$ cat src/rtl/htb_pkg.sv
// Shared types and codes for the handle table with bounds check.
`timescale 1ns / 1ps
`default_nettype none

package htb_pkg;

    localparam int ADDR_W   = 32;
    localparam int HANDLE_W = 32;
    localparam int OFFSET_W = 24;
    localparam int SIZE_W   = 24;
    localparam int TOP_W    = 8;
    localparam int STATUS_W = 3;
    localparam int CMD_W    = 2;

    localparam logic [CMD_W-1:0] CMD_ALLOC   = 2'd0;
    localparam logic [CMD_W-1:0] CMD_FREE    = 2'd1;
    localparam logic [CMD_W-1:0] CMD_GETADDR = 2'd2;
    localparam logic [CMD_W-1:0] CMD_RELEASE = 2'd3;

    localparam logic [STATUS_W-1:0] ST_OK         = 3'd0;
    localparam logic [STATUS_W-1:0] ST_FULL       = 3'd1;
    localparam logic [STATUS_W-1:0] ST_ALLOC_FAIL = 3'd2;
    localparam logic [STATUS_W-1:0] ST_BAD_HANDLE = 3'd3;
    localparam logic [STATUS_W-1:0] ST_RANGE      = 3'd4;

    typedef struct packed {
        logic [CMD_W-1:0]    cmd;
        logic                top_ok;
        logic [TOP_W-1:0]    slot;
        logic [OFFSET_W-1:0] offset;
        logic [SIZE_W-1:0]   size;
        logic [ADDR_W-1:0]   heap_address;
    } item_t;

endpackage

`default_nettype wire

$ cat src/rtl/htb_front.sv
// Front stage: accept a command word and decode its handle.
`timescale 1ns / 1ps
`default_nettype none

module htb_front #(
    parameter int SLOT_COUNT = 16
) (
    input  wire logic                           clk,
    input  wire logic                           rst_n,
    input  wire logic                           in_valid,
    output logic                                in_ready,
    input  wire logic [htb_pkg::CMD_W-1:0]      command,
    input  wire logic [htb_pkg::HANDLE_W-1:0]   handle,
    input  wire logic [htb_pkg::SIZE_W-1:0]     size,
    input  wire logic [htb_pkg::ADDR_W-1:0]     heap_address,
    output logic                                q_valid,
    input  wire logic                           q_ready,
    output htb_pkg::item_t                      q_word
);

    logic                       fv_reg;
    logic                       fv_next;
    htb_pkg::item_t             word_reg;
    htb_pkg::item_t             word_next;
    logic [htb_pkg::TOP_W-1:0]  top;

    assign in_ready = !fv_reg || q_ready;
    assign q_valid  = fv_reg;
    assign q_word   = word_reg;
    assign top      = handle[htb_pkg::HANDLE_W-1:htb_pkg::OFFSET_W];

    always_comb
    begin
        word_next.cmd          = command;
        word_next.top_ok       = (top != '0) &&
                                 ({1'b0, top} <= (htb_pkg::TOP_W + 1)'(SLOT_COUNT));
        word_next.slot         = top - htb_pkg::TOP_W'(1);
        word_next.offset       = handle[htb_pkg::OFFSET_W-1:0];
        word_next.size         = size;
        word_next.heap_address = heap_address;
    end

    always_comb
    begin
        fv_next = fv_reg;
        if (in_valid && in_ready)
        begin
            fv_next = 1'b1;
        end
        else if (q_ready)
        begin
            fv_next = 1'b0;
        end
    end

    always_ff @(posedge clk or negedge rst_n)
    begin
        if (!rst_n)
        begin
            fv_reg <= 1'b0;
        end
        else
        begin
            fv_reg <= fv_next;
        end
    end

    always_ff @(posedge clk)
    begin
        if (in_valid && in_ready)
        begin
            word_reg <= word_next;
        end
    end

endmodule

`default_nettype wire

$ cat src/rtl/htb_queue.sv
// Two-entry queue of decoded words between front and back.
`timescale 1ns / 1ps
`default_nettype none

module htb_queue (
    input  wire logic      clk,
    input  wire logic      rst_n,
    input  wire logic      push_valid,
    output logic           push_ready,
    input  htb_pkg::item_t push_word,
    output logic           pop_valid,
    input  wire logic      pop,
    output htb_pkg::item_t pop_word
);

    htb_pkg::item_t entry_reg [2];
    logic           wr_ptr_reg;
    logic           wr_ptr_next;
    logic           rd_ptr_reg;
    logic           rd_ptr_next;
    logic [1:0]     count_reg;
    logic [1:0]     count_next;
    logic           do_push;

    assign push_ready = (count_reg != 2'd2);
    assign pop_valid  = (count_reg != 2'd0);
    assign pop_word   = entry_reg[rd_ptr_reg];
    assign do_push    = push_valid && push_ready;

    always_comb
    begin
        wr_ptr_next = do_push ? !wr_ptr_reg : wr_ptr_reg;
        rd_ptr_next = pop ? !rd_ptr_reg : rd_ptr_reg;
        count_next  = count_reg;
        if (do_push && !pop)
        begin
            count_next = count_reg + 2'd1;
        end
        else if (pop && !do_push)
        begin
            count_next = count_reg - 2'd1;
        end
    end

    always_ff @(posedge clk or negedge rst_n)
    begin
        if (!rst_n)
        begin
            wr_ptr_reg <= 1'b0;
            rd_ptr_reg <= 1'b0;
            count_reg  <= 2'd0;
        end
        else
        begin
            wr_ptr_reg <= wr_ptr_next;
            rd_ptr_reg <= rd_ptr_next;
            count_reg  <= count_next;
        end
    end

    always_ff @(posedge clk)
    begin
        if (do_push)
        begin
            entry_reg[wr_ptr_reg] <= push_word;
        end
    end

    a_no_pop_when_empty: assert property (@(posedge clk) disable iff (!rst_n)
        pop |-> count_reg != 2'd0)
        else $error("queue popped while empty");

endmodule

`default_nettype wire

$ cat src/rtl/htb_back.sv
// Back end: slot table, occupancy, command execution and result register.
`timescale 1ns / 1ps
`default_nettype none

module htb_back #(
    parameter int SLOT_COUNT = 16
) (
    input  wire logic                           clk,
    input  wire logic                           rst_n,
    input  wire logic                           q_valid,
    output logic                                q_pop,
    input  htb_pkg::item_t                      q_word,
    output logic                                out_valid,
    input  wire logic                           out_ready,
    output logic [htb_pkg::STATUS_W-1:0]        status,
    output logic [htb_pkg::HANDLE_W-1:0]        new_handle,
    output logic [htb_pkg::ADDR_W-1:0]          resolved_address,
    output logic                                release_valid,
    output logic [htb_pkg::ADDR_W-1:0]          release_address,
    output logic                                last
);

    localparam int IDX_W = (SLOT_COUNT > 1) ? $clog2(SLOT_COUNT) : 1;

    localparam logic [1:0] S_IDLE  = 2'd0;
    localparam logic [1:0] S_EXEC  = 2'd1;
    localparam logic [1:0] S_RELRD = 2'd2;

    logic [1:0]                   state_reg;
    logic [1:0]                   state_next;
    logic [SLOT_COUNT-1:0]        occ_reg;
    logic [SLOT_COUNT-1:0]        occ_next;
    logic [SLOT_COUNT-1:0]        occ_left;
    htb_pkg::item_t               cur_reg;
    logic [IDX_W-1:0]             idx_reg;
    logic                         any_reg;
    logic [htb_pkg::ADDR_W-1:0]   rd_addr_reg;
    logic [htb_pkg::SIZE_W-1:0]   rd_size_reg;

    logic [htb_pkg::ADDR_W-1:0]   addr_mem [SLOT_COUNT];
    logic [htb_pkg::SIZE_W-1:0]   size_mem [SLOT_COUNT];

    logic                         out_valid_reg;
    logic                         out_valid_next;
    logic [htb_pkg::STATUS_W-1:0] status_reg;
    logic [htb_pkg::HANDLE_W-1:0] new_handle_reg;
    logic [htb_pkg::ADDR_W-1:0]   resolved_reg;
    logic                         rel_valid_reg;
    logic [htb_pkg::ADDR_W-1:0]   rel_addr_reg;
    logic                         last_reg;

    logic [IDX_W-1:0]             first_occ_idx;
    logic [IDX_W-1:0]             free_idx;
    logic                         free_found;
    logic [IDX_W-1:0]             head_idx;
    logic [IDX_W-1:0]             rd_idx;
    logic                         rd_en;
    logic                         exec_fire;
    logic                         hit;
    logic [htb_pkg::SIZE_W:0]     span;
    logic                         more;
    logic                         mem_we;
    logic                         occ_clr;

    logic [htb_pkg::STATUS_W-1:0] res_status;
    logic [htb_pkg::HANDLE_W-1:0] res_handle;
    logic [htb_pkg::ADDR_W-1:0]   res_resolved;
    logic                         res_rel_valid;
    logic [htb_pkg::ADDR_W-1:0]   res_rel_addr;
    logic                         res_last;

    assign out_valid        = out_valid_reg;
    assign status           = status_reg;
    assign new_handle       = new_handle_reg;
    assign resolved_address = resolved_reg;
    assign release_valid    = rel_valid_reg;
    assign release_address  = rel_addr_reg;
    assign last             = last_reg;

    always_comb
    begin
        first_occ_idx = '0;
        free_idx      = '0;
        free_found    = 1'b0;
        for (int i = SLOT_COUNT - 1; i >= 0; i--)
        begin
            if (occ_reg[i])
            begin
                first_occ_idx = IDX_W'(i);
            end
            else
            begin
                free_idx   = IDX_W'(i);
                free_found = 1'b1;
            end
        end
    end

    assign q_pop     = (state_reg == S_IDLE) && q_valid;
    assign head_idx  = q_word.top_ok ? q_word.slot[IDX_W-1:0] : '0;
    assign rd_idx    = ((state_reg == S_RELRD) || (q_word.cmd == htb_pkg::CMD_RELEASE)) ?
                       first_occ_idx : head_idx;
    assign rd_en     = q_pop || (state_reg == S_RELRD);
    assign exec_fire = (state_reg == S_EXEC) && (!out_valid_reg || out_ready);
    assign hit       = cur_reg.top_ok && occ_reg[idx_reg];
    assign span      = {1'b0, cur_reg.offset} + {1'b0, cur_reg.size};

    always_comb
    begin
        occ_left          = occ_reg;
        occ_left[idx_reg] = 1'b0;
    end
    assign more = |occ_left;

    always_comb
    begin
        res_status    = htb_pkg::ST_OK;
        res_handle    = '0;
        res_resolved  = '0;
        res_rel_valid = 1'b0;
        res_rel_addr  = '0;
        res_last      = 1'b1;
        mem_we        = 1'b0;
        occ_clr       = 1'b0;
        case (cur_reg.cmd)
            htb_pkg::CMD_ALLOC:
            begin
                if (!free_found)
                begin
                    res_status    = htb_pkg::ST_FULL;
                    res_rel_valid = (cur_reg.heap_address != '0);
                    res_rel_addr  = cur_reg.heap_address;
                end
                else if (cur_reg.heap_address == '0)
                begin
                    res_status = htb_pkg::ST_ALLOC_FAIL;
                end
                else
                begin
                    mem_we     = 1'b1;
                    res_handle = {htb_pkg::TOP_W'(free_idx) + htb_pkg::TOP_W'(1),
                                  htb_pkg::OFFSET_W'(0)};
                end
            end
            htb_pkg::CMD_FREE:
            begin
                if (!hit || (cur_reg.offset != '0))
                begin
                    res_status = htb_pkg::ST_BAD_HANDLE;
                end
                else
                begin
                    occ_clr       = 1'b1;
                    res_rel_valid = 1'b1;
                    res_rel_addr  = rd_addr_reg;
                end
            end
            htb_pkg::CMD_GETADDR:
            begin
                if (!hit)
                begin
                    res_status = htb_pkg::ST_BAD_HANDLE;
                end
                else if ({1'b0, rd_size_reg} < span)
                begin
                    res_status = htb_pkg::ST_RANGE;
                end
                else
                begin
                    res_resolved = rd_addr_reg +
                                   {htb_pkg::TOP_W'(0), cur_reg.offset};
                end
            end
            htb_pkg::CMD_RELEASE:
            begin
                if (any_reg)
                begin
                    occ_clr       = 1'b1;
                    res_rel_valid = 1'b1;
                    res_rel_addr  = rd_addr_reg;
                    res_last      = !more;
                end
            end
            default:
            begin
                res_status = htb_pkg::ST_OK;
            end
        endcase
    end

    always_comb
    begin
        occ_next = occ_reg;
        if (exec_fire && mem_we)
        begin
            occ_next[free_idx] = 1'b1;
        end
        if (exec_fire && occ_clr)
        begin
            occ_next[idx_reg] = 1'b0;
        end
    end

    always_comb
    begin
        state_next = state_reg;
        case (state_reg)
            S_IDLE:
            begin
                if (q_valid)
                begin
                    state_next = S_EXEC;
                end
            end
            S_EXEC:
            begin
                if (exec_fire)
                begin
                    if ((cur_reg.cmd == htb_pkg::CMD_RELEASE) && any_reg && more)
                    begin
                        state_next = S_RELRD;
                    end
                    else
                    begin
                        state_next = S_IDLE;
                    end
                end
            end
            S_RELRD:
            begin
                state_next = S_EXEC;
            end
            default:
            begin
                state_next = S_IDLE;
            end
        endcase
    end

    always_comb
    begin
        out_valid_next = out_valid_reg;
        if (exec_fire)
        begin
            out_valid_next = 1'b1;
        end
        else if (out_ready)
        begin
            out_valid_next = 1'b0;
        end
    end

    always_ff @(posedge clk or negedge rst_n)
    begin
        if (!rst_n)
        begin
            state_reg     <= S_IDLE;
            occ_reg       <= '0;
            out_valid_reg <= 1'b0;
        end
        else
        begin
            state_reg     <= state_next;
            occ_reg       <= occ_next;
            out_valid_reg <= out_valid_next;
        end
    end

    always_ff @(posedge clk)
    begin
        if (q_pop)
        begin
            cur_reg <= q_word;
            any_reg <= |occ_reg;
        end
        if (rd_en)
        begin
            idx_reg <= rd_idx;
        end
        if (exec_fire)
        begin
            status_reg     <= res_status;
            new_handle_reg <= res_handle;
            resolved_reg   <= res_resolved;
            rel_valid_reg  <= res_rel_valid;
            rel_addr_reg   <= res_rel_addr;
            last_reg       <= res_last;
        end
    end

    always_ff @(posedge clk)
    begin
        if (exec_fire && mem_we)
        begin
            addr_mem[free_idx] <= cur_reg.heap_address;
            size_mem[free_idx] <= cur_reg.size;
        end
        if (rd_en)
        begin
            rd_addr_reg <= addr_mem[rd_idx];
            rd_size_reg <= size_mem[rd_idx];
        end
    end

    a_release_all_empties: assert property (@(posedge clk) disable iff (!rst_n)
        exec_fire && (cur_reg.cmd == htb_pkg::CMD_RELEASE) && res_last
        |=> occ_reg == '0)
        else $error("table not empty after release all");

    a_alloc_takes_one_slot: assert property (@(posedge clk) disable iff (!rst_n)
        exec_fire && mem_we
        |=> $countones(occ_reg) == $countones($past(occ_reg)) + 1)
        else $error("alloc did not occupy exactly one slot");

    a_free_drops_one_slot: assert property (@(posedge clk) disable iff (!rst_n)
        exec_fire && occ_clr
        |=> $countones(occ_reg) + 1 == $countones($past(occ_reg)))
        else $error("free or release did not clear exactly one slot");

endmodule

`default_nettype wire

$ cat src/rtl/handle_table_with_bounds_check.sv
// Top level of the handle table with bounds check.
//
//   channel   direction  handshake             words
//   in        input      in_valid / in_ready   command, handle, size, heap_address
//   out       output     out_valid / out_ready status, new_handle, resolved_address,
//                                              release_valid, release_address, last
//
// Every command: the input word passes the front register, the two-entry queue, the
// back end's current-word register and the result register before its first result
// is valid; the back end pops a word, then executes it, before it takes the next word.
// Release all: each occupied slot is read from the slot memory, then executed. Reset
// empties the table at once through the occupancy flops. Either side may stall: a
// queue decouples front and back, and a result register holds each result until taken.
`timescale 1ns / 1ps
`default_nettype none

module handle_table_with_bounds_check #(
    parameter int SLOT_COUNT = 16
) (
    input  wire logic                           clk,
    input  wire logic                           rst_n,
    input  wire logic                           in_valid,
    output logic                                in_ready,
    input  wire logic [htb_pkg::CMD_W-1:0]      command,
    input  wire logic [htb_pkg::HANDLE_W-1:0]   handle,
    input  wire logic [htb_pkg::SIZE_W-1:0]     size,
    input  wire logic [htb_pkg::ADDR_W-1:0]     heap_address,
    output logic                                out_valid,
    input  wire logic                           out_ready,
    output logic [htb_pkg::STATUS_W-1:0]        status,
    output logic [htb_pkg::HANDLE_W-1:0]        new_handle,
    output logic [htb_pkg::ADDR_W-1:0]          resolved_address,
    output logic                                release_valid,
    output logic [htb_pkg::ADDR_W-1:0]          release_address,
    output logic                                last
);

    logic           f_valid;
    logic           f_ready;
    htb_pkg::item_t f_word;
    logic           b_valid;
    logic           b_pop;
    htb_pkg::item_t b_word;

    htb_front #(
        .SLOT_COUNT (SLOT_COUNT)
    ) u_front (
        .clk          (clk),
        .rst_n        (rst_n),
        .in_valid     (in_valid),
        .in_ready     (in_ready),
        .command      (command),
        .handle       (handle),
        .size         (size),
        .heap_address (heap_address),
        .q_valid      (f_valid),
        .q_ready      (f_ready),
        .q_word       (f_word)
    );

    htb_queue u_queue (
        .clk        (clk),
        .rst_n      (rst_n),
        .push_valid (f_valid),
        .push_ready (f_ready),
        .push_word  (f_word),
        .pop_valid  (b_valid),
        .pop        (b_pop),
        .pop_word   (b_word)
    );

    htb_back #(
        .SLOT_COUNT (SLOT_COUNT)
    ) u_back (
        .clk              (clk),
        .rst_n            (rst_n),
        .q_valid          (b_valid),
        .q_pop            (b_pop),
        .q_word           (b_word),
        .out_valid        (out_valid),
        .out_ready        (out_ready),
        .status           (status),
        .new_handle       (new_handle),
        .resolved_address (resolved_address),
        .release_valid    (release_valid),
        .release_address  (release_address),
        .last             (last)
    );

endmodule

`default_nettype wire

$ cat config.mk
export PLATFORM = sky130hd
export DESIGN_NAME = handle_table_with_bounds_check
export DESIGN_NICKNAME = d
export VERILOG_FILES = /design/src/rtl/htb_pkg.sv /design/src/rtl/htb_front.sv /design/src/rtl/htb_queue.sv /design/src/rtl/htb_back.sv /design/src/rtl/handle_table_with_bounds_check.sv
export SDC_FILE = /design/constraint.sdc
export NUM_CORES = 2
export LEC_CHECK = 0
export BUFFER_PORTS_ARGS = -buffer_cell sky130_fd_sc_hd__buf_2
export CORE_MARGIN = 2
export CORE_UTILIZATION = 43
export DETAILED_ROUTE_END_ITERATION = 12
export GPL_ROUTABILITY_DRIVEN = 0
export PLACE_DENSITY = 0.58
export SLEW_MARGIN = 20
export SYNTH_ARGS = -nofsm -noshare
export SYNTH_HDL_FRONTEND = slang
export SYNTH_SLANG_ARGS = --single-unit
$ cat constraint.sdc
create_clock -name clk -period 7.2 [get_ports clk]
set_input_delay 0 -clock clk [delete_from_list [all_inputs] [get_ports clk]]
set_output_delay 0 -clock clk [all_outputs]
set_load 0.005 [all_outputs]
==> out/results.ini <==
[pwr]
powerDensity_mw_per_mm2=467
cellLeakagePower_nw=24.6
power_w=0.0311
vdd_ir_drop_max_uv=515

[cts]
numCtsBuffers=149
numClockSinks=1399
clk_path_buf_depth=3
htreeDepth=4
post_cts_buffers=0
cts_tree=built
cts_root_buf=clkbuf_16
path_clk_slew_ns=0.06
clk-insertion-delay-late_ns=0.81

[floorplanning]
die_x_um=369
dieArea_mm2=0.136
core_area_mm2=0.132
io_pins=197
die_h_um=369
placementRows=133
start_util=0.435

[yosys]
syn_avg_cell_area_um2=16.0
synth.top_cell.area_share=0.720
ys.flop_type=edfxtp_1
ys_seq_elements=1399
yosysTopAreaCell=edfxtp_1
synth_edf_count=1375
synthCells=3574
yosys_warnings=0
seq_area_frac_synth=0.731
ys_top_cells_by_area=edfxtp_1 72%, mux2i_1 6.9%, nor2_1 2.1%
async_reset_ff_frac=0.0172
yosysUniqueCellTypes=77
synth_area_mm2=0.0573

[global_routing]
grt_usage=0.222
antenna_found_initial=2
grt-ovfl-total=0
grt_max_degree=128
grt_pass1_wl_mm=220
grt_pass1_vias=31600

[route]
drc_errors=0
drt-initial-drc-count=3397
wire_per_inst_um=26.3
dr.pass1.iters=5
via_per_inst=5.67
vias=33000
ant_nets=0
totalWireLength_mm=153

[flow_run]
maxCapViolations=0

[final_layout]
final_common_cell=edfxtp_1
antenna_cells=0
drive_gt1_frac=0.157
area_growth_pct=16.5
layout.nets=4124
largest_register_ffs=512
layout_common_cells=1375 x edfxtp_1, 397 x mux2i_1, 316 x nor2_1

[critical_path]
worstPathMaxFanout=32
cpPeakStageDelay_ns=0.61
worstPathCellList=ha_1, or4_4, or2_0, o221ai_2, o21ai_2, and2_1, o21ai_0, nand2b_1, xnor2_1, ha_1, a21o_1, nand3_1, a21oi_1, a2111oi_0, nand2_1, o21ai_0, a211o_2, buf_4, nor3_2
worstSetupEndpointType=flop
cp_top_family=compound AO/OA/AOI/OAI gates
cpMaxStageDelayCell=edfxtp_1
path_buf_inv=1
required_ns=7.76
arrival_ns=5.84
path_class=flop to flop
startpoint_type=flop

[sta]
period_share=0.734
slew_headroom=0.194
fin_setup_tns_ns=0
fmax_mhz=189
hold_viol=0
rsz0062_at_grt=false
min_period_ns=5.28
setup_viol=0
drv_slew=0
skew_ns=0.0435
tightest_slew_ns=1.20

[placed_design]
hpwl_mm=84.4
io_buffers=169

[worst_hold_path]
min_path_type=input pin to flop

[status]
status=complete, no violations

per-stage QoR:
stage,setup slack (ns),cell area [um^2],hold slack [ns],std cells,util
final,1.92,66700,0.0637,5818,0.506
after global routing,1.43,66700,0.0641,5818,0.506
after CTS,1.94,66700,0.0106,5818,0.506
after detailed placement,1.95,60200,0.0290,5373,0.456
after global placement,1.55,60200,0.0307,5373,0.456
after floorplan,-0.611,57400,-0.296,3600,-
cell families (layout without fill, tap and decap cells):
| kind of cell | count (synthesis) | count (layout) | share of synthesized area |
|---|---|---|---|
| AO/OA/AOI/OAI | 574 | 574 | 0.0681 |
| XOR/XNOR | 48 | 48 | 0.00734 |
| adder cells (fa/ha/maj) | 80 | 80 | 0.0177 |
| buffers and inverters | 260 | 723 | 0.0224 |
| flip-flops | 1399 | 1399 | 0.731 |
| multiplexers | 541 | 541 | 0.102 |
| other | 1 | 27 | 0.0000654 |
| AND/OR/NAND/NOR | 671 | 671 | 0.0517 |
final cells by class:
class | instances | area, um^2
Multi-Input combinational cell | 1941 | 14400
Clock buffer | 174 | 3820
Clock inverter | 90 | 946
Sequential cell | 1399 | 41900
Inverter | 39 | 159
Timing Repair Buffer | 420 | 3310
Tap cell | 1755 | 2200
Fill cell | 11000 | 65000
synthesized netlist by cell type, types with 8 or more instances:
| library cell | number |
|---|---|
| a22o_1 | 32 |
| nand4_1 | 14 |
| o21ai_1 | 65 |
| mux2i_1 | 397 |
| a41oi_1 | 12 |
| xor2_1 | 19 |
| mux2_2 | 85 |
| mux2_4 | 50 |
| buf_1 | 17 |
| o21ai_0 | 87 |
| nor2b_1 | 15 |
| clkbuf_1 | 109 |
| a31oi_1 | 67 |
| inv_1 | 38 |
| dfrtp_1 | 24 |
| nor3_1 | 34 |
| xnor2_1 | 29 |
| a21o_1 | 10 |
| buf_4 | 58 |
| nor4_1 | 26 |
| nor2_1 | 318 |
| nand2_1 | 169 |
| a311oi_1 | 57 |
| and3_1 | 14 |
| nand3_1 | 21 |
| buf_2 | 30 |
| o21a_1 | 10 |
| a211oi_1 | 119 |
| o22ai_1 | 8 |
| or3_1 | 11 |
| a21oi_1 | 54 |
| edfxtp_1 | 1375 |
| ha_1 | 78 |
| nand2b_1 | 16 |
metal layers:
| layer | track usage | vias up | wire length, um |
|---|---|---|---|
| met5 | 0 | - | 0 |
| met4 | 0.0537 | 0 | 2730 |
| met3 | 0.0349 | 186 | 11000 |
| met2 | 0.340 | 1287 | 69100 |
| met1 | 0.334 | 16900 | 70200 |
| li1 | - | 14600 | - |
what timing repair did:
action                                 4_1_cts  5_1_grt
endpoints found under the hold margin      155        0
resized for setup                            0        0
hold buffers                               181        0
final timing paths:
kind	start	slack [ns]	cells after the start	end
hold reg to reg	u_front.q_word[35]	0.43	0	u_queue.entry_reg[0][35]
hold / removal	out_ready	0.06	4	u_back.out_valid
setup / recovery	u_back.cur_reg[39]	1.92	19	u_back.resolved_address[23]
setup reg to reg	u_back.cur_reg[39]	1.92	19	u_back.resolved_address[23]
min in group asynchronous	rst_n	0.20	4	u_back.occ_reg[5]
max in group asynchronous	rst_n	6.80	4	u_queue.rd_ptr_reg
power breakdown:
| group | internal, W | switching (W) |
|---|---|---|
| clock | 0.00435 | 0.00320 |
| sequential | 0.0115 | 0.00164 |
| combinational | 0.00379 | 0.00668 |
worst min-delay path, delay by kind of cell:
kind,cells,cell delay [ns]
buffers and inverters,2,0.61
AND/OR/NAND/NOR,2,0.20
No activity file was read; power rests on OpenSTA's default activity.
